`src/section_latency_window_averager_defines.svh`:
```
// ----------------------------------------------------------------------------
// Section latency window averager: assertion macros
// Shared concurrent assertion forms, clocked on clk and idle during rst.
// ----------------------------------------------------------------------------
`ifndef SECTION_LATENCY_WINDOW_AVERAGER_DEFINES_SVH
`define SECTION_LATENCY_WINDOW_AVERAGER_DEFINES_SVH

// Consequent must hold in the same cycle as the antecedent.
`define SLWA_ASSERT_SAME(label, ante, cons, msg) \
  label: assert property (@(posedge clk) disable iff (rst) (ante) |-> (cons)) \
    else $error(msg);

// Consequent must hold in the cycle after the antecedent.
`define SLWA_ASSERT_NEXT(label, ante, cons, msg) \
  label: assert property (@(posedge clk) disable iff (rst) (ante) |=> (cons)) \
    else $error(msg);

`endif

```
`src/slwa_pkg.sv`:
```
// ----------------------------------------------------------------------------
// Section latency window averager package
// Sizes, opcodes, state encoding and the structs shared between modules.
// ----------------------------------------------------------------------------
package slwa_pkg;

  localparam int SECTIONS     = 16;
  localparam int WINDOW_DEPTH = 16;
  localparam int TIME_BITS    = 32;

  // Fixed field widths of the stream items and the register
  localparam int OPCODE_W  = 2;
  localparam int SECTION_W = 4;
  localparam int STAMP_W   = 32;
  localparam int MEAN_W    = 32;
  localparam int WLEN_W    = 5;

  localparam int S_TDATA_W = 40;
  localparam int M_TDATA_W = 32;

  localparam int SEC_BITS   = (SECTIONS > 1) ? $clog2(SECTIONS) : 1;
  localparam int HEAD_BITS  = (WINDOW_DEPTH > 1) ? $clog2(WINDOW_DEPTH) : 1;
  localparam int COUNT_BITS = $clog2(WINDOW_DEPTH + 1);
  localparam int SUM_BITS   = TIME_BITS + $clog2(WINDOW_DEPTH);

  localparam int SEC_DEPTH  = 2 ** SEC_BITS;
  localparam int RING_DEPTH = 2 ** (SEC_BITS + HEAD_BITS);

  localparam logic [SECTION_W:0] SEC_LIMIT = (SECTION_W + 1)'(SECTIONS);
  localparam logic [WLEN_W-1:0]  WLEN_RESET = WLEN_W'(16);

  localparam logic [OPCODE_W-1:0] OP_START = 2'd0;
  localparam logic [OPCODE_W-1:0] OP_END   = 2'd1;
  localparam logic [OPCODE_W-1:0] OP_QUERY = 2'd2;

  typedef enum logic [2:0] {
    ST_IDLE,
    ST_LOOKUP,
    ST_EVICT,
    ST_DIV,
    ST_RESPOND
  } state_t;

  // One entry of the per-section memory
  typedef struct packed {
    logic [TIME_BITS-1:0]  start_stamp;
    logic [COUNT_BITS-1:0] fill;
    logic [HEAD_BITS-1:0]  head;
    logic [SUM_BITS-1:0]   sum;
  } sec_entry_t;

  typedef struct packed {
    logic                  start;
    logic [SUM_BITS-1:0]   dividend;
    logic [COUNT_BITS-1:0] divisor;
  } div_req_t;

  typedef struct packed {
    logic                busy;
    logic                done;
    logic [SUM_BITS-1:0] quotient;
  } div_rsp_t;

endpackage

```
`src/slwa_divider.sv`:
```
// ----------------------------------------------------------------------------
// Serial restoring divider
// Divides the window sum by the fill count, one quotient bit per cycle.
// ----------------------------------------------------------------------------
module slwa_divider (
  input  logic                clk,
  input  logic                rst,
  input  slwa_pkg::div_req_t  req,
  output slwa_pkg::div_rsp_t  rsp
);
  import slwa_pkg::*;

  `include "section_latency_window_averager_defines.svh"

  localparam int CNT_W = $clog2(SUM_BITS + 1);

  logic                  busy;
  logic                  done;
  logic [CNT_W-1:0]      count;
  logic [SUM_BITS-1:0]   quot;
  logic [COUNT_BITS:0]   rem;
  logic [COUNT_BITS-1:0] divisor;

  logic [COUNT_BITS:0]   rem_sh;
  logic [COUNT_BITS:0]   diff;
  logic                  take;

  // Shift the next dividend bit into the partial remainder, subtract if it fits
  always_comb begin
    rem_sh = {rem[COUNT_BITS-1:0], quot[SUM_BITS-1]};
    diff   = rem_sh - {1'b0, divisor};
    take   = (rem_sh >= {1'b0, divisor});
  end

  always_ff @(posedge clk) begin
    if (rst) begin
      busy <= 1'b0;
      done <= 1'b0;
    end else begin
      done <= 1'b0;
      if (req.start) begin
        busy <= 1'b1;
      end else if (busy && (count == CNT_W'(1))) begin
        busy <= 1'b0;
        done <= 1'b1;
      end
    end
  end

  always_ff @(posedge clk) begin
    if (req.start) begin
      quot    <= req.dividend;
      rem     <= '0;
      divisor <= req.divisor;
      count   <= CNT_W'(SUM_BITS);
    end else if (busy) begin
      quot  <= {quot[SUM_BITS-2:0], take};
      rem   <= take ? diff : rem_sh;
      count <= count - CNT_W'(1);
    end
  end

  assign rsp.busy     = busy;
  assign rsp.done     = done;
  assign rsp.quotient = quot;

  `SLWA_ASSERT_NEXT(a_div_start_busy, req.start, busy, "divider did not start")
  `SLWA_ASSERT_SAME(a_div_start_idle, req.start, !busy, "divider restarted while busy")
  `SLWA_ASSERT_SAME(a_div_done_idle, done, !busy, "divider done while still busy")

endmodule
```
`config.mk`:
```
export PLATFORM = sky130hd
export DESIGN_NAME = slwa_divider
export DESIGN_NICKNAME = d
export VERILOG_FILES = /design/src/slwa_pkg.sv /design/src/slwa_divider.sv
export VERILOG_INCLUDE_DIRS = /design/src /design/src/src
export SDC_FILE = /design/constraint.sdc
export NUM_CORES = 1
export LEC_CHECK = 0
export BUFFER_PORTS_ARGS = -buffer_cell sky130_fd_sc_hd__buf_2
export CORE_MARGIN = 1.5
export CORE_UTILIZATION = 29
export CTS_BUF_LIST = sky130_fd_sc_hd__clkbuf_4 sky130_fd_sc_hd__clkbuf_8
export DETAILED_ROUTE_END_ITERATION = 7
export SLEW_MARGIN = 0
export SYNTH_ARGS = -nofsm -noshare
export SYNTH_HDL_FRONTEND = slang
export SYNTH_SLANG_ARGS = --single-unit
```
`constraint.sdc`:
```
create_clock -name clk -period 2.2 [get_ports clk]
set_input_delay 0.22 -clock clk [delete_from_list [all_inputs] [get_ports clk]]
set_output_delay 0.22 -clock clk [all_outputs]
set_load 0.05 [all_outputs]
```
---- After elaboration in Yosys (flattened, before gate mapping) ----
Cells that the tools add are included.
word-level totals
  input bits .............................. 44
  logic and storage cells ................. 20
  register bits after elaboration ......... 54
  output and inout bits ................... 38
cells by class
  order comparisons ....................... 1
  mux-type cells .......................... 6
  add/sub/neg operators ................... 2
  reductions and logical operators ........ 4
  equality and inequality tests ........... 1
operators with widths
  cell                                                  number
  two-way mux 36 bit                                    2
  equality test 6 x 1 -> 1 bit (second input constant)  1
  >= comparator 6 x 5 -> 1 bit                          1
  subtractor 6 x 1 -> 6 bit (second input constant)     1
  two-way mux 5 bit                                     1
  subtractor 5 bit                                      1
  nonzero test 2 bit                                    2
  two-way mux 1 bit                                     3
  OR reduction 2 bit                                    1
  logical AND 1 bit                                     1

---- Logic depth before layout (Yosys ltp) ----
  depth after elaboration ................. 4
  gate-level depth with buffers ........... 8
  depth with buffers taken out ............ 8

---- Least setup slack after synthesis ----
OpenSTA, ideal clock, no wires.
  path type ............................... register to register
  from .................................... register quot[35]
  to ...................................... register quot[0] (data pin)
  cell stages (with the launch flop) ...... 9
  path buffers ............................ 0
  arrival ................................. 2.080 ns
  data required time ...................... 1.940 ns
  setup time .............................. 0.260 ns
  path slack .............................. -0.140 ns
  period minus slack after synthesis ...... 2.340 ns
  path through ............................ edfxtp_1 > inv_1 > ha_1 > inv_1 > fa_1 > a211o_1 > o211ai_2 > nand2_1 > mux2_2
between the ends
  word-level cells in the longest chain between the ends .. 3
ends and longest elaborated chain
  what                          line                RTL
  start: declaration            slwa_divider.sv:20  logic [SUM_BITS-1:0] quot;
  start signal: assignment      slwa_divider.sv:52  quot <= req.dividend;
  start signal: assignment      slwa_divider.sv:57  quot <= {quot[SUM_BITS-2:0], take};
  >= comparator 6 x 5 -> 1 bit  slwa_divider.sv:32  take = (rem_sh >= {1'b0, divisor});
  two-way mux 36 bit            slwa_divider.sv:56  end else if (busy) begin
  two-way mux 36 bit            slwa_divider.sv:51  if (req.start) begin
No other way between the ends. The select of a mux whose other input is x is not followed.
A chain may end at the register's enable or synchronous reset.

---- Final worst setup path ----
  from .................................... register quot[35]
  to ...................................... register rem[3]
between the ends
  word-level cells in the longest chain between the ends .. 2
  elaborated cells between the ends (all ways) .. 3
  those cells by class .................... add/sub: 1; order compare: 1; mux: 1
ends and longest elaborated chain
  what                                                              line                                    RTL
  subtractor 5 bit or >= comparator 6 x 5 -> 1 bit (tied branches)  slwa_divider.sv:31, slwa_divider.sv:32
  two-way mux 5 bit *                                               slwa_divider.sv:58                      rem <= take ? diff : rem_sh;
  end signal: assignment                                            slwa_divider.sv:58
  end: declaration                                                  slwa_divider.sv:21                      logic [COUNT_BITS:0] rem;
Every way passes the cells marked *; elsewhere a longest branch is shown, timed or not.

==> results by group <==
Clocking
  • TritonCTS clock tree: done
  • Num CTS Buffers: 5
  • Number of hold buffers added after CTS: 0
  • Cts repair resizes: 0
  • CTS Sinks: 54
  • Clock root cell: clkbuf_8
  • CTS Buffer Depth: 2
  • Post-CTS setup buffers: 0
  • Clk slew on worst S/H paths: 100 ps
  • H-tree depth: 2
  • Worst-Skew Late Latency: 310 ps

Power and ir drop
  • Internal power: 1.88 mW
  • Net Sw Frac: between 30% and 40%
  • Power Density: about 860 nW/um^2
  • Leak: 1.30 nW
  • VDD IR max: between 0.4 and 0.5 mV
  • Combinational power share: between 20% and 30%
  • Clk pwr share: between 20% and 30%
  • NetSw: 0.829 mW
  • Sequential share of power: 47.1%

GRT
  • Initial antenna violation count: 0
  • First-pass GRT wire length: 7.92 mm
  • Vias in the first global route: ~1600
  • GRT Overall Usage: 11.5%
  • Grt total ovfl: 0
  • Largest net degree at the start of global routing: 26

Routing
  • Antenna-violating nets left: 0
  • Post-route DRC: 0
  • Iteration-0 DRC Markers: 82
  • Via count: around 1700
  • DR vias/cell: approximately 4.5
  • Wire length per cell: between 10 and 15 um
  • Final WL: 5.05 mm
  • DR pass1 iterations: 4

Timing
  • Relative slew slack: around two thirds
  • Fin. Hold Viols: 0
  • Min Tclk post-route: 2070 ps
  • Unrepaired setup endpoints after global routing: no
  • Worst-margin pin slew: 466 ps
  • Setup Skew: 5.27 ps
  • Fin Hold WS: 65.8 ps
  • Fmax: around 0.48 GHz
  • Final period utilization: 94.2%
  • Final setup vio count: 0
  • Max Slew Vio Count: 0

Placement
  • Gpl congestion: 0.783
  • Post-DP HPWL: 3.68 mm
  • Placed Area: 3020 um^2
  • Port buffer count: 81
  • Placed insts: 358

Synth
  • Number of enable flip-flop cells after synthesis: 41
  • Syn Inst Count: 174
  • Total number of yosys warnings: 0
  • Yosys cell types: 40
  • Syn nets: between 200 and 250
  • Prevailing post-synth register cell: edfxtp_1
  • #FFs+latches synth: 54
  • Post-synth ARST share: 0%
  • Post-Syn Area: 2480 um^2
  • Avg Cell Area, Syn: 14.3 um^2
  • Register area share after synthesis: 60.1%

Hold path
  • Worst hold start: rst
  • Hold crit path type: in -> reg
  • Hold endpoint: busy
  • Hold Path Stages: 2

Critical path
  • Startpoint types: flip-flop
  • Worst Path Max Fanout: 7
  • Critical path required time: 2410 ps
  • Reg2reg setup slack: 130 ps
  • Worst Reg-to-Reg Cells: 9
  • Worst EP arrival: 2280 ps
  • Crit. End Element: flip-flop
  • RR Endpoint: rem[3]
  • Reg-to-Reg Start: quot[35]
  • Setup CP Type: reg -> reg

Die
  • Die Span X: 95.5 um
  • Cell row count: 33
  • Placeable Area: 8260 um^2
  • Full die area: between 9000 and 10000 um^2
  • Initial core utilization: 30.1%
  • Die H: 95.5 um
  • IO Pins: 82

Run status
  • Outcome: finished, final reports clean

Layout
  • Fin area: around 3200 um^2
  • Commonest non-fill, non-tap cells in the layout: buf_2, edfxtp_1, mux2_2, dfxtp_1, inv_1
  • Layout cell share with drive strength beyond 1: 52.1%
  • Fillers: 815
  • Area grow syn2layout: 27.2%
  • Finished Layout Cells: 366
  • NumNets Final: about 310
  • Commonest non-fill, non-tap cell in the layout: buf_2
  • Antenna Cells: 0

Run
  • Max_cap viols: 0
==> power groups by stage <==
stage               Combinational (mW)  Clock (mW)  Sequential, mW
CTS                              0.656       0.810            1.28
global placement                 0.649           0            1.30
floorplan                        0.237           0            1.54
finish                           0.649       0.786            1.28
global route                     0.696       0.838            1.29
detailed placement               0.653           0            1.30
==> through the flow <==
stage | power (mW) | TNS [ps] | utilization [%] | setup WS (ps)
final | 2.71 | 0 | 38.2 | 127
after CTS | 2.75 | 0 | 38.2 | 108
after global placement | 1.95 | 0 | 36.6 | 220
after detailed placement | 1.95 | 0 | 36.6 | 130
after global routing | 2.83 | 0 | 38.2 | 11.6
after floorplan | 1.78 | -78.8 | - | -78.8
==> worst max-delay path: stages (launching register included) <==
cell and delay, ps:
edfxtp_1 440, inv_1 80, ha_1 160, inv_1 60, fa_2 370, a211o_1 280
o211ai_2 70, buf_4 170, a2111oi_1 70, a311o_1 270
==> synthesized netlist by cell type (all sizes together) (2+ instances only) <==
cell / n / area share [%]
xnor2: 3 / 1.1
xor2: 3 / 1.1
dfxtp: 13 / 10
inv: 12 / 1.8
ha: 7 / 3.5
o211ai: 2 / 0.81
buf: 6 / 1.4
nand2: 7 / 1.1
nand4: 2 / 0.50
a21oi: 4 / 0.81
and3: 2 / 0.71
a311oi: 2 / 1.7
edfxtp: 41 / 50
nand2b: 3 / 0.76
clkbuf: 2 / 0.30
nor2: 8 / 1.2
mux2: 36 / 16
and2: 2 / 0.50
nor3: 2 / 0.40
==> cell type report <==
class | instances | area (um^2) | area share, %
Clock inverter | 3 | 63.8 | 2.02
Inverter | 12 | 45.0 | 1.43
Sequential cell | 54 | 1490 | 47.2
Multi-Input combinational cell | 100 | 906 | 28.7
Clock buffer | 5 | 68.8 | 2.18
Tap cell | 105 | 131 | 4.16
Timing Repair Buffer | 87 | 450 | 14.3
==> cell families after synthesis <==
| group | Yosys count | share of synthesized area [%] |
|---|---|---|
| XOR/XNOR | 6 | 2.12 |
| buffers and inverters | 20 | 3.53 |
| AND/OR/NAND/NOR | 31 | 6.70 |
| flip-flops | 54 | 60.1 |
| multiplexers | 36 | 16.3 |
| adder cells (fa/ha/maj) | 8 | 4.33 |
| AO/OA/AOI/OAI | 19 | 6.91 |
==> metal layers <==
layer	GRT usage [%]	share of wire [%]	up-vias
li1	-	-	819
met1	15.6	47	772
met2	16.5	44	55
met3	4.78	7.6	7
met4	3.68	1.5	0
met5	0	0	-
==> worst max path at each step <==
stage | slack [ps] | to | depth (start not counted) | startpoint
global route | 10 | rem[3] | 9 | quot[35]
finish | 130 | rem[3] | 9 | quot[35]
CTS | 110 | quot[0] | 8 | quot[35]
floorplan | -80 | quot[0] | 8 | quot[35]
detailed placement | 130 | quot[0] | 8 | quot[35]
global placement | 220 | quot[0] | 8 | quot[35]
==> state kept, by name, summed over array words and instances, names as in the netlist <==
| signal | flops |
|---|---|
| busy | 1 |
| quot | 36 |
| divisor | 5 |
| done | 1 |
| rem | 5 |
| count | 6 |
No activity file was read; power rests on OpenSTA's default activity.
