`src/section_latency_window_averager_defines.svh`:
```
// ----------------------------------------------------------------------------
// Section latency window averager: assertion macros
// Shared concurrent assertion forms, clocked on clk and idle during rst.
// ----------------------------------------------------------------------------
`ifndef SECTION_LATENCY_WINDOW_AVERAGER_DEFINES_SVH
`define SECTION_LATENCY_WINDOW_AVERAGER_DEFINES_SVH

// Consequent must hold in the same cycle as the antecedent.
`define SLWA_ASSERT_SAME(label, ante, cons, msg) \
  label: assert property (@(posedge clk) disable iff (rst) (ante) |-> (cons)) \
    else $error(msg);

// Consequent must hold in the cycle after the antecedent.
`define SLWA_ASSERT_NEXT(label, ante, cons, msg) \
  label: assert property (@(posedge clk) disable iff (rst) (ante) |=> (cons)) \
    else $error(msg);

`endif

```
`src/slwa_ram.sv`:
```
// ----------------------------------------------------------------------------
// Generic single-port-write, single-port-read RAM
// One write and one registered read per cycle.
// ----------------------------------------------------------------------------
module slwa_ram #(
  parameter int WIDTH = 32,
  parameter int DEPTH = 16
) (
  input  logic                     clk,
  input  logic                     we,
  input  logic [$clog2(DEPTH)-1:0] waddr,
  input  logic [WIDTH-1:0]         wdata,
  input  logic [$clog2(DEPTH)-1:0] raddr,
  output logic [WIDTH-1:0]         rdata
);

  logic [WIDTH-1:0] mem [DEPTH];

  always_ff @(posedge clk) begin
    if (we) begin
      mem[waddr] <= wdata;
    end
    rdata <= mem[raddr];
  end

endmodule

```
`config.mk`:
```
export PLATFORM = sky130hd
export DESIGN_NAME = slwa_ram
export DESIGN_NICKNAME = d
export VERILOG_FILES = /design/src/section_latency_window_averager_defines.svh /design/src/slwa_ram.sv
export SDC_FILE = /design/constraint.sdc
export NUM_CORES = 1
export LEC_CHECK = 0
export BUFFER_PORTS_ARGS = -buffer_cell sky130_fd_sc_hd__buf_2
export CAP_MARGIN = 15
export CORE_UTILIZATION = 45
export CTS_BUF_LIST = sky130_fd_sc_hd__clkbuf_2 sky130_fd_sc_hd__clkbuf_4 sky130_fd_sc_hd__clkbuf_8
export DETAILED_ROUTE_END_ITERATION = 16
export PLACE_DENSITY = 0.64
export SYNTH_ARGS = -nofsm -noshare
export SYNTH_HDL_FRONTEND = slang
export SYNTH_SLANG_ARGS = --single-unit
```
`constraint.sdc`:
```
create_clock -name clk -period 6.1 [get_ports clk]
set_input_delay 0.305 -clock clk [delete_from_list [all_inputs] [get_ports clk]]
set_output_delay 0.305 -clock clk [all_outputs]
set_load 0.05 [all_outputs]
```
# Word level (Yosys, flattened, before mapping)
# Memories as Yosys holds them, arrays and structs flattened. A register that Yosys moved wholly into a read port is not among the register bits.
# Index checks and enable logic that the tools add are counted.
[totals] reg_bits=0 ramBits=512 in_bits=42 out_inout_bits=32 elab_cells=3 mem_count=1
[memory_table] memory="mem" words=16 width=32 rd=1 rd_ports_with_merged_regs=1 wr=1 line_no="slwa_ram.sv:17" source="logic [WIDTH-1:0] mem [DEPTH];"
[op_classes] mux=2
[op_table] cell="1-bit 2-to-1 mux" n=2

# Longest topological paths before layout
# Gate-level depths: netlist of the first run.
[logic_depth] ltp_word=2 depth_mapped=5 ltp_nobuf=3

# Worst setup path before layout of the first run
# No wires, ideal clock.
[synth_timing] kind="input-to-reg" from="input port waddr[2]" to="memory mem[0][0] (enable)" setup_time_ns=0.461 t_arrival_ns=3.023 t_required_ns=5.639 path_slack_ns=2.615 stages=2 path_buffers=0 path_cell_list="or3b_2 > nor3_1"
[synth_lines] item="start, declared" line_no="slwa_ram.sv:11" source="input logic [$clog2(DEPTH)-1:0] waddr,"
[synth_lines] item="end, declared" line_no="slwa_ram.sv:17"
# No word-level cell before the write port.

==> summary.txt, run 1 <==
Hold path
  • Hold endpoint: mem[2][3]
  • Hold Path Class: in -> reg
  • Hold_sp: wdata[3]
  • Hold Path Depth: 1

Critical path
  • Critical path arrival: 2470 ps
  • Crit-path cells: clkbuf_8 > buf_12 > mux4_2 > a22oi_1 > nand2_1
  • Worst r2r dst: rdata[14]
  • CP Capture Type: flop
  • Worst path max stage delay: 730 ps
  • Buf/Inv on CP: 2
  • Crit path launch type: primary input
  • R2R setup slack: 4730 ps
  • Worst R2R Start: mem[11][14]
  • Slowest-stage cell, CP: clkbuf_8
  • Crit path kind: in -> reg
  • CP required: 6600 ps
  • FF-to-FF path depth: 3
  • CP top delay family: buffers and inverters
  • Max FO, Critical Path: 76

Drt
  • Routed WL: 42080 um
  • Top layer in use: met5
  • Vias post-DR: 9208
  • Met1 WL: 18200 um
  • WL met3: 2778 um
  • DRC Markers: 0
  • Vias/cell: 5.625
  • Routed wl met2: 20340 um
  • Antenna Nets Post-Route: 0
  • WL per Instance: 25.71 um
  • Pre-Repair DR Iteration Count: 6
  • Initial detailed-routing violation count: 806

Synth
  • Top cells by area, synth: edfxtp_1, mux4_2, dfxtp_1, a22oi_1, nand2_1
  • Register area share after synthesis: 0.8067
  • Ys Warns: 0
  • Post-synth top area share: 0.7744
  • Post-synth top area cell: edfxtp_1
  • Flops & latches, synth: 544
  • Syn avg cell area: 23.69 um^2
  • Syn nets: 880
  • Post-Syn Instances: 838
  • Post-Syn Area: 0.01985 mm^2
  • Post-synth cell types: 18

Clocking
  • CTS max path bufs: 3
  • Clk slew on worst S/H paths: 60 ps
  • CTS tree: built
  • Post-CTS Resized: 0
  • Post-CTS Setup Bufs: 0
  • Hold buffer count at cts: 0
  • Clock sink count: 544
  • Clk_lat worst skew: 620 ps
  • CTS H-tree depth: 3
  • Clk Tree Root Cell: clkbuf_8
  • CTS buffer count: 84

STA
  • Worst setup margin: 4129 ps
  • Setup TNS: 0 ps
  • Pins Over Slew Limit: 0
  • Min Tclk post-route: 1971 ps
  • Hold Fails Final Rpt: 0
  • Unrepaired setup endpoints after global routing: false
  • Relative slew slack: 0.3412
  • Setup Skew: 17.91 ps
  • Worst hold slack: 57.71 ps
  • Slew @ Worst Pin: 988.3 ps
  • Final period util: 0.3231
  • Achievable Freq: 507.4 MHz
  • # setup viols final: 0

Status
  • Status: completed

Final layout
  • Area growth syn-to-layout: 14.82%
  • Antenna Cells: 0
  • Share of cells above drive strength 1: 0.3679
  • # nets final: 1022
  • Non-Filler Instances: 1637

Power
  • Sw Ratio: 0.2196
  • Leakage: 7.381 nW
  • Worst vdd ir: 0.2041 mV
  • Clock power share: 0.393
  • Net Sw Power: 1.681 mW
  • Combinational power share: 0.058
  • Cell area power density: 335.8 mW/mm^2
  • Pint: 5.974 mW
  • Seq pwr share: 0.549

Global routing
  • Global-route wire length before repair: 62420 um
  • Vias in the first global route: 9752
  • Initial antenna violation count: 1
  • Total GRT Usage: 0.1956
  • GR Overflow Total: 0
  • Largest net degree at the start of global routing: 77

Die
  • Core Rows: 76
  • Core ar.: 0.04327 mm^2
  • I/O pins: 74
  • Die area: 0.04496 mm^2
  • Die Y: 212.0 um
  • Die Wd: 212.0 um
  • Starting Density: 0.4589

Placement
  • Dpl cells: 1478
  • I/O Buffers: 73
  • Post-DP HPWL: 21460 um
  • RePlAce Congestion: 0.6973
  • Place WS: 3321 ps

Job
  • MaxCap Viol Count: 0
## through the flow
stage / util / power [mW] / cell area (um^2)
after floorplan: - / 4.566 / 19850
after global placement: 0.4871 / 4.723 / 21070
after detailed placement: 0.4871 / 4.732 / 21070
after CTS: 0.5266 / 7.732 / 22780
after global routing: 0.5269 / 7.915 / 22800
final: 0.5269 / 7.655 / 22800
## layout make-up
class	instances	area, um^2
well taps	585	732.0
clock inverters	31	143.9
fillers	3321	20470
flip-flops and latches	544	16020
repair buffers	99	588.1
multi-input cells	251	3750
clock buffers	127	1567
## per-layer routing
layer / track usage / vias up
li1: - / 3877
met1: 0.2812 / 4903
met4: 0.05522 / 2
met5: 0 / -
met2: 0.3028 / 347
met3: 0.04402 / 79
## synth_stat cells
cell / n
buf_2: 4
buf_6: 2
nor2_1: 13
nand3_1: 1
nor3_1: 4
buf_4: 11
nand3b_1: 2
nor2b_1: 2
or3b_2: 1
mux4_2: 128
a22oi_1: 64
nand2_1: 33
nand2b_1: 2
edfxtp_1: 512
clkbuf_1: 17
buf_1: 9
and2_1: 1
dfxtp_1: 32
## flip-flops by register name, summed over array words and instances (netlist names)
signal and cells:
mem 512, rdata 32
## worst max path at each step
stage | endpoint | slack, ps | cells after the start | start
final | rdata[0] | 4130 | 5 | raddr[0]
after global routing | rdata[23] | 3920 | 5 | raddr[0]
after CTS | mem[4][2] | 3830 | 4 | waddr[3]
after detailed placement | mem[4][28] | 3320 | 4 | waddr[3]
after global placement | mem[4][0] | 3420 | 4 | waddr[3]
after floorplan | mem[0][0] | 2620 | 2 | waddr[2]
## power by group through the flow
stage	registers, mW	logic, mW	clock network, mW
6_report	4.20	0.440	3.01
2_1_floorplan	4.37	0.201	0
5_1_grt	4.21	0.472	3.23
3_3_place_gp	4.28	0.441	0
3_5_place_dp	4.28	0.447	0
4_1_cts	4.21	0.447	3.08
## cells by family after synthesis
kind of cell,synth area share
multiplexers,0.1452
flip-flops,0.8067
AND/OR/NAND/NOR,0.01273
buffers and inverters,0.01122
AO/OA/AOI/OAI,0.02420
## worst reg2reg max path, delay by kind of cell (launching register included)
family	cells	cell delay (ps)
simple gates	1	120
compound gates	1	260
mux	1	490
flops	1	380
## cell usage in the layout, fill, tap and decap left out, types with 2 or more instances in the layout
cell / instances
edfxtp_1: 512
clkinv_2: 9
buf_4: 25
a22oi_1: 64
clkbuf_8: 99
nand2b_1: 2
nor2b_4: 2
nand2_1: 33
buf_2: 71
clkinv_1: 19
dfxtp_1: 32
nor2_4: 13
nand3b_1: 2
nor3_2: 4
mux4_2: 128
clkbuf_4: 29
No activity file was read; power rests on OpenSTA's default activity.
==> inputs of run 2 (changes only) <==
--- a/config.mk
+++ b/config.mk
@@ -5,12 +5,13 @@
 export SDC_FILE = /design/constraint.sdc
 export NUM_CORES = 1
 export LEC_CHECK = 0
+export ABC_AREA = 1
 export BUFFER_PORTS_ARGS = -buffer_cell sky130_fd_sc_hd__buf_2
 export CAP_MARGIN = 15
 export CORE_UTILIZATION = 45
 export CTS_BUF_LIST = sky130_fd_sc_hd__clkbuf_2 sky130_fd_sc_hd__clkbuf_4 sky130_fd_sc_hd__clkbuf_8
 export DETAILED_ROUTE_END_ITERATION = 16
-export PLACE_DENSITY = 0.64
+export PLACE_DENSITY = 0.66
 export SYNTH_ARGS = -nofsm -noshare
 export SYNTH_HDL_FRONTEND = slang
 export SYNTH_SLANG_ARGS = --single-unit
==> constraint.sdc (replaced) <==
create_clock -name clk -period 1.8 [get_ports clk]
set_input_delay 0.09 -clock clk [delete_from_list [all_inputs] [get_ports clk]]
set_output_delay 0.09 -clock clk [all_outputs]
set_load 0.05 [all_outputs]
==> run 2 against run 1 <==
  * Clock power increased to 3.5 times the previous value
  * Global-route usage rose by 1.6 points
  * Cell count grew 83%
  * Sequential power rose to 3.4 times the previous value
  * Power grew to 3.5 times the previous value
  * Routed wire length is 25% higher
  * Cell area is 15% higher
  * Synthesized area up 14%
  * Largest cell class unchanged
  * Highest routed layer is now met4
==> summary.txt, run 2 <==
Synth
  • Adder-Cell Fraction of Synth Area: 0 (unchanged)
  • Mux contribution to synthesized area: 0 (-0.1452)
  • Syn nets: 2162 (+150%)
  • Async set-reset flop share out of synthesis: 0 (unchanged)
  • Post-synth top area share: 0.6764 (-0.09800)
  • Largest family of logic cells by synthesized area: simple AND/OR/NAND/NOR gates
  • Post-Syn Area: 0.02273 mm^2 (+14%)
  • Ys Warns: 0 (unchanged)
  • Compound-Gate Fraction of Synth Area: 0 (-0.02420)
  • Syn avg cell area: 10.72 um^2 (-55%)
  • Top cells by area, synth: edfxtp_1, nand2_1, nand3_1, inv_1, dfxtp_1
  • Flops & latches, synth: 544 (unchanged)
  • EDFF count, synth: 512 (unchanged)
  • Ys flop type: edfxtp_1
  • Post-synth cell types: 15 (-3)
  • Most numerous cell in the Yosys netlist: nand2_1
  • Post-Syn Instances: 2120 (+150%)
  • Most frequent cells after synthesis: nand2_1, edfxtp_1, inv_1
  • Synth Area in Simple Gates: 0.2000 (+0.1873)
  • Register area share after synthesis: 0.7046 (-0.1021)
  • Post-synth top area cell: edfxtp_1
  • Xor-xnor portion of the synthesized cell area: 0 (unchanged)

Global routing
  • Largest net degree at the start of global routing: 110 (+43%)
  • Initial antenna violation count: 0 (-1)
  • Total GRT Usage: 0.2116 (+0.01595)
  • GR Overflow Total: 0 (unchanged)
  • Global-route wire length before repair: 82320 um (+32%)
  • Vias in the first global route: 14950 (+53%)

Die
  • Core ar.: 0.04936 mm^2 (+14%)
  • Starting Density: 0.4605 (+0.001664)
  • Die Wd: 226.8 um (+6.9%)
  • Die Y: 226.8 um (+6.9%)
  • I/O pins: 74 (unchanged)
  • Die area: 0.05142 mm^2 (+14%)
  • Core Rows: 81 (+6.6%)

Final layout
  • Antenna Cells: 0 (unchanged)
  • Commonest non-fill, non-tap cell in the layout: nand2_1
  • # nets final: 2298 (+120%)
  • Most flop-heavy register: mem
  • Share of cells above drive strength 1: 0.1192 (-0.2487)
  • Area growth syn-to-layout: 15.19%
  • Largest regs: mem (512), rdata (32)
  • Most frequent cells in the layout: nand2_1, edfxtp_1, inv_1
  • Non-Filler Instances: 2988 (+83%)
  • Number of flip-flops in the largest register: 512 (unchanged)

STA
  • Achievable Freq: 702.1 MHz
  • Unrepaired setup endpoints after global routing: false
  • Final period util: 0.7913
  • Worst setup margin: 375.6 ps (-3754 ps)
  • Setup TNS: 0 ps (unchanged)
  • Pins Over Slew Limit: 0 (unchanged)
  • Slew @ Worst Pin: 549.6 ps (-438.6 ps)
  • Setup Skew: 21.96 ps (+4.056 ps)
  • Hold Fails Final Rpt: 0 (unchanged)
  • Min Tclk post-route: 1424 ps
  • Relative slew slack: 0.6336 (+0.2924)
  • # setup viols final: 0 (unchanged)
  • Worst hold slack: 163.4 ps (+105.7 ps)

Critical path
  • CP required: 1710 ps (-4890 ps)
  • Crit-path cells: buf_2
  • Crit path from: rdata[14]
  • Worst path max stage delay: 390 ps (-340 ps)
  • Max FO, Critical Path: 1 (-99%)
  • Crit path launch type: flop
  • Critical path capture point: rdata[14]
  • Buf/Inv on CP: 1 (-1)
  • R2R setup slack: 730 ps (-4000 ps)
  • WP depth: 1 (-4)
  • Crit path kind: reg -> out
  • Worst r2r dst: rdata[10]
  • Critical path arrival: 1330 ps (-1140 ps)
  • FF-to-FF path depth: 6 (+3)
  • Worst R2R Start: mem[13][10]
  • Slowest-stage cell, CP: dfxtp_1
  • CP Capture Type: output pin
  • CP top delay family: flip-flops

Clocking
  • Clk slew on worst S/H paths: 60 ps (about the same)
  • Clk Tree Root Cell: clkbuf_8
  • CTS max path bufs: 3 (unchanged)
  • Hold buffer count at cts: 35 (+35)
  • CTS H-tree depth: 3 (unchanged)
  • CTS tree: built
  • Clock sink count: 544 (unchanged)
  • Clk_lat worst skew: 650 ps (+30 ps)
  • Post-CTS Resized: 0 (unchanged)
  • CTS buffer count: 88 (+4.8%)
  • Post-CTS Setup Bufs: 0 (unchanged)

Placement
  • RePlAce Congestion: 0.7791 (+12%)
  • I/O Buffers: 73 (unchanged)
  • Place WS: 302.9 ps (-3018 ps)
  • Post-DP HPWL: 27760 um (+29%)
  • Dpl cells: 2795 (+89%)

Power
  • Worst vdd ir: 0.4859 mV (+140%)
  • Cell area power density: 1018 mW/mm^2 (+200%)
  • Leakage: 11.17 nW (+51%)
  • Power Total: 26.65 mW (+250%)

Hold path
  • Hold Path Class: in -> reg

Drt
  • Antenna Nets Post-Route: 0 (unchanged)
  • WL per Instance: 17.57 um (-32%)
  • Initial detailed-routing violation count: 1235 (+53%)
  • Vias/cell: 4.992 (-11%)
  • Vias post-DR: 14920 (+62%)
  • Routed WL: 52500 um (+25%)
  • DRC Markers: 0 (unchanged)
  • Pre-Repair DR Iteration Count: 5 (-1)

Status
  • Status: completed

Job
  • MaxCap Viol Count: 0 (unchanged)
==> run 2: worst min path at each step <==
stage,endpoint,cells past startpoint,slack (ps),startpoint
floorplan,mem[0][0],0,190,wdata[0]
global placement,mem[2][17],1,480,wdata[17]
detailed placement,mem[0][17],1,480,wdata[17]
CTS,rdata[25],7,90,raddr[0]
global route,rdata[26],7,150,raddr[0]
finish,rdata[26],7,160,raddr[0]
==> run 2: final cells by class <==
class                           count  area, um^2
Inverter                          390        1471
Tap cell                          664       830.8
Multi-Input combinational cell   1081        4667
Timing Repair Buffer              151        1475
Clock inverter                     29       130.1
Sequential cell                   544       16020
Clock buffer                      129        1594
Fill cell                        4262       23170
==> run 2: logic make-up (layout without fill, tap and decap cells) <==
group | after synthesis | in the layout
flops | 544 | 544
simple gates | 1081 | 1081
buf+inv | 495 | 699
==> run 2: layer usage <==
layer | vias up | routed length [um] | GRT usage | share of wire
li1 | 7132 | - | - | -
met1 | 7194 | 22330 | 0.2717 | 0.43
met2 | 504 | 25770 | 0.3624 | 0.49
met3 | 85 | 3303 | 0.03408 | 0.063
met4 | 0 | 1099 | 0.07323 | 0.021
met5 | - | 0 | 0 | 0
==> run 2: where the power goes <==
| group | leakage (nW) | total, mW | switching, mW | internal [mW] |
|---|---|---|---|---|
| Sequential | 4.90 | 14.2 | 0.0814 | 14.2 |
| Clock | 0.923 | 10.4 | 4.72 | 5.66 |
| Combinational | 5.35 | 2.03 | 1.46 | 0.566 |
==> run 2: metrics by stage <==
step	cell area (um^2)	util
finish	26180	0.5305
global route	26180	0.5305
CTS	26180	0.5305
detailed placement	24110	0.4885
global placement	24110	0.4885
floorplan	22750	-
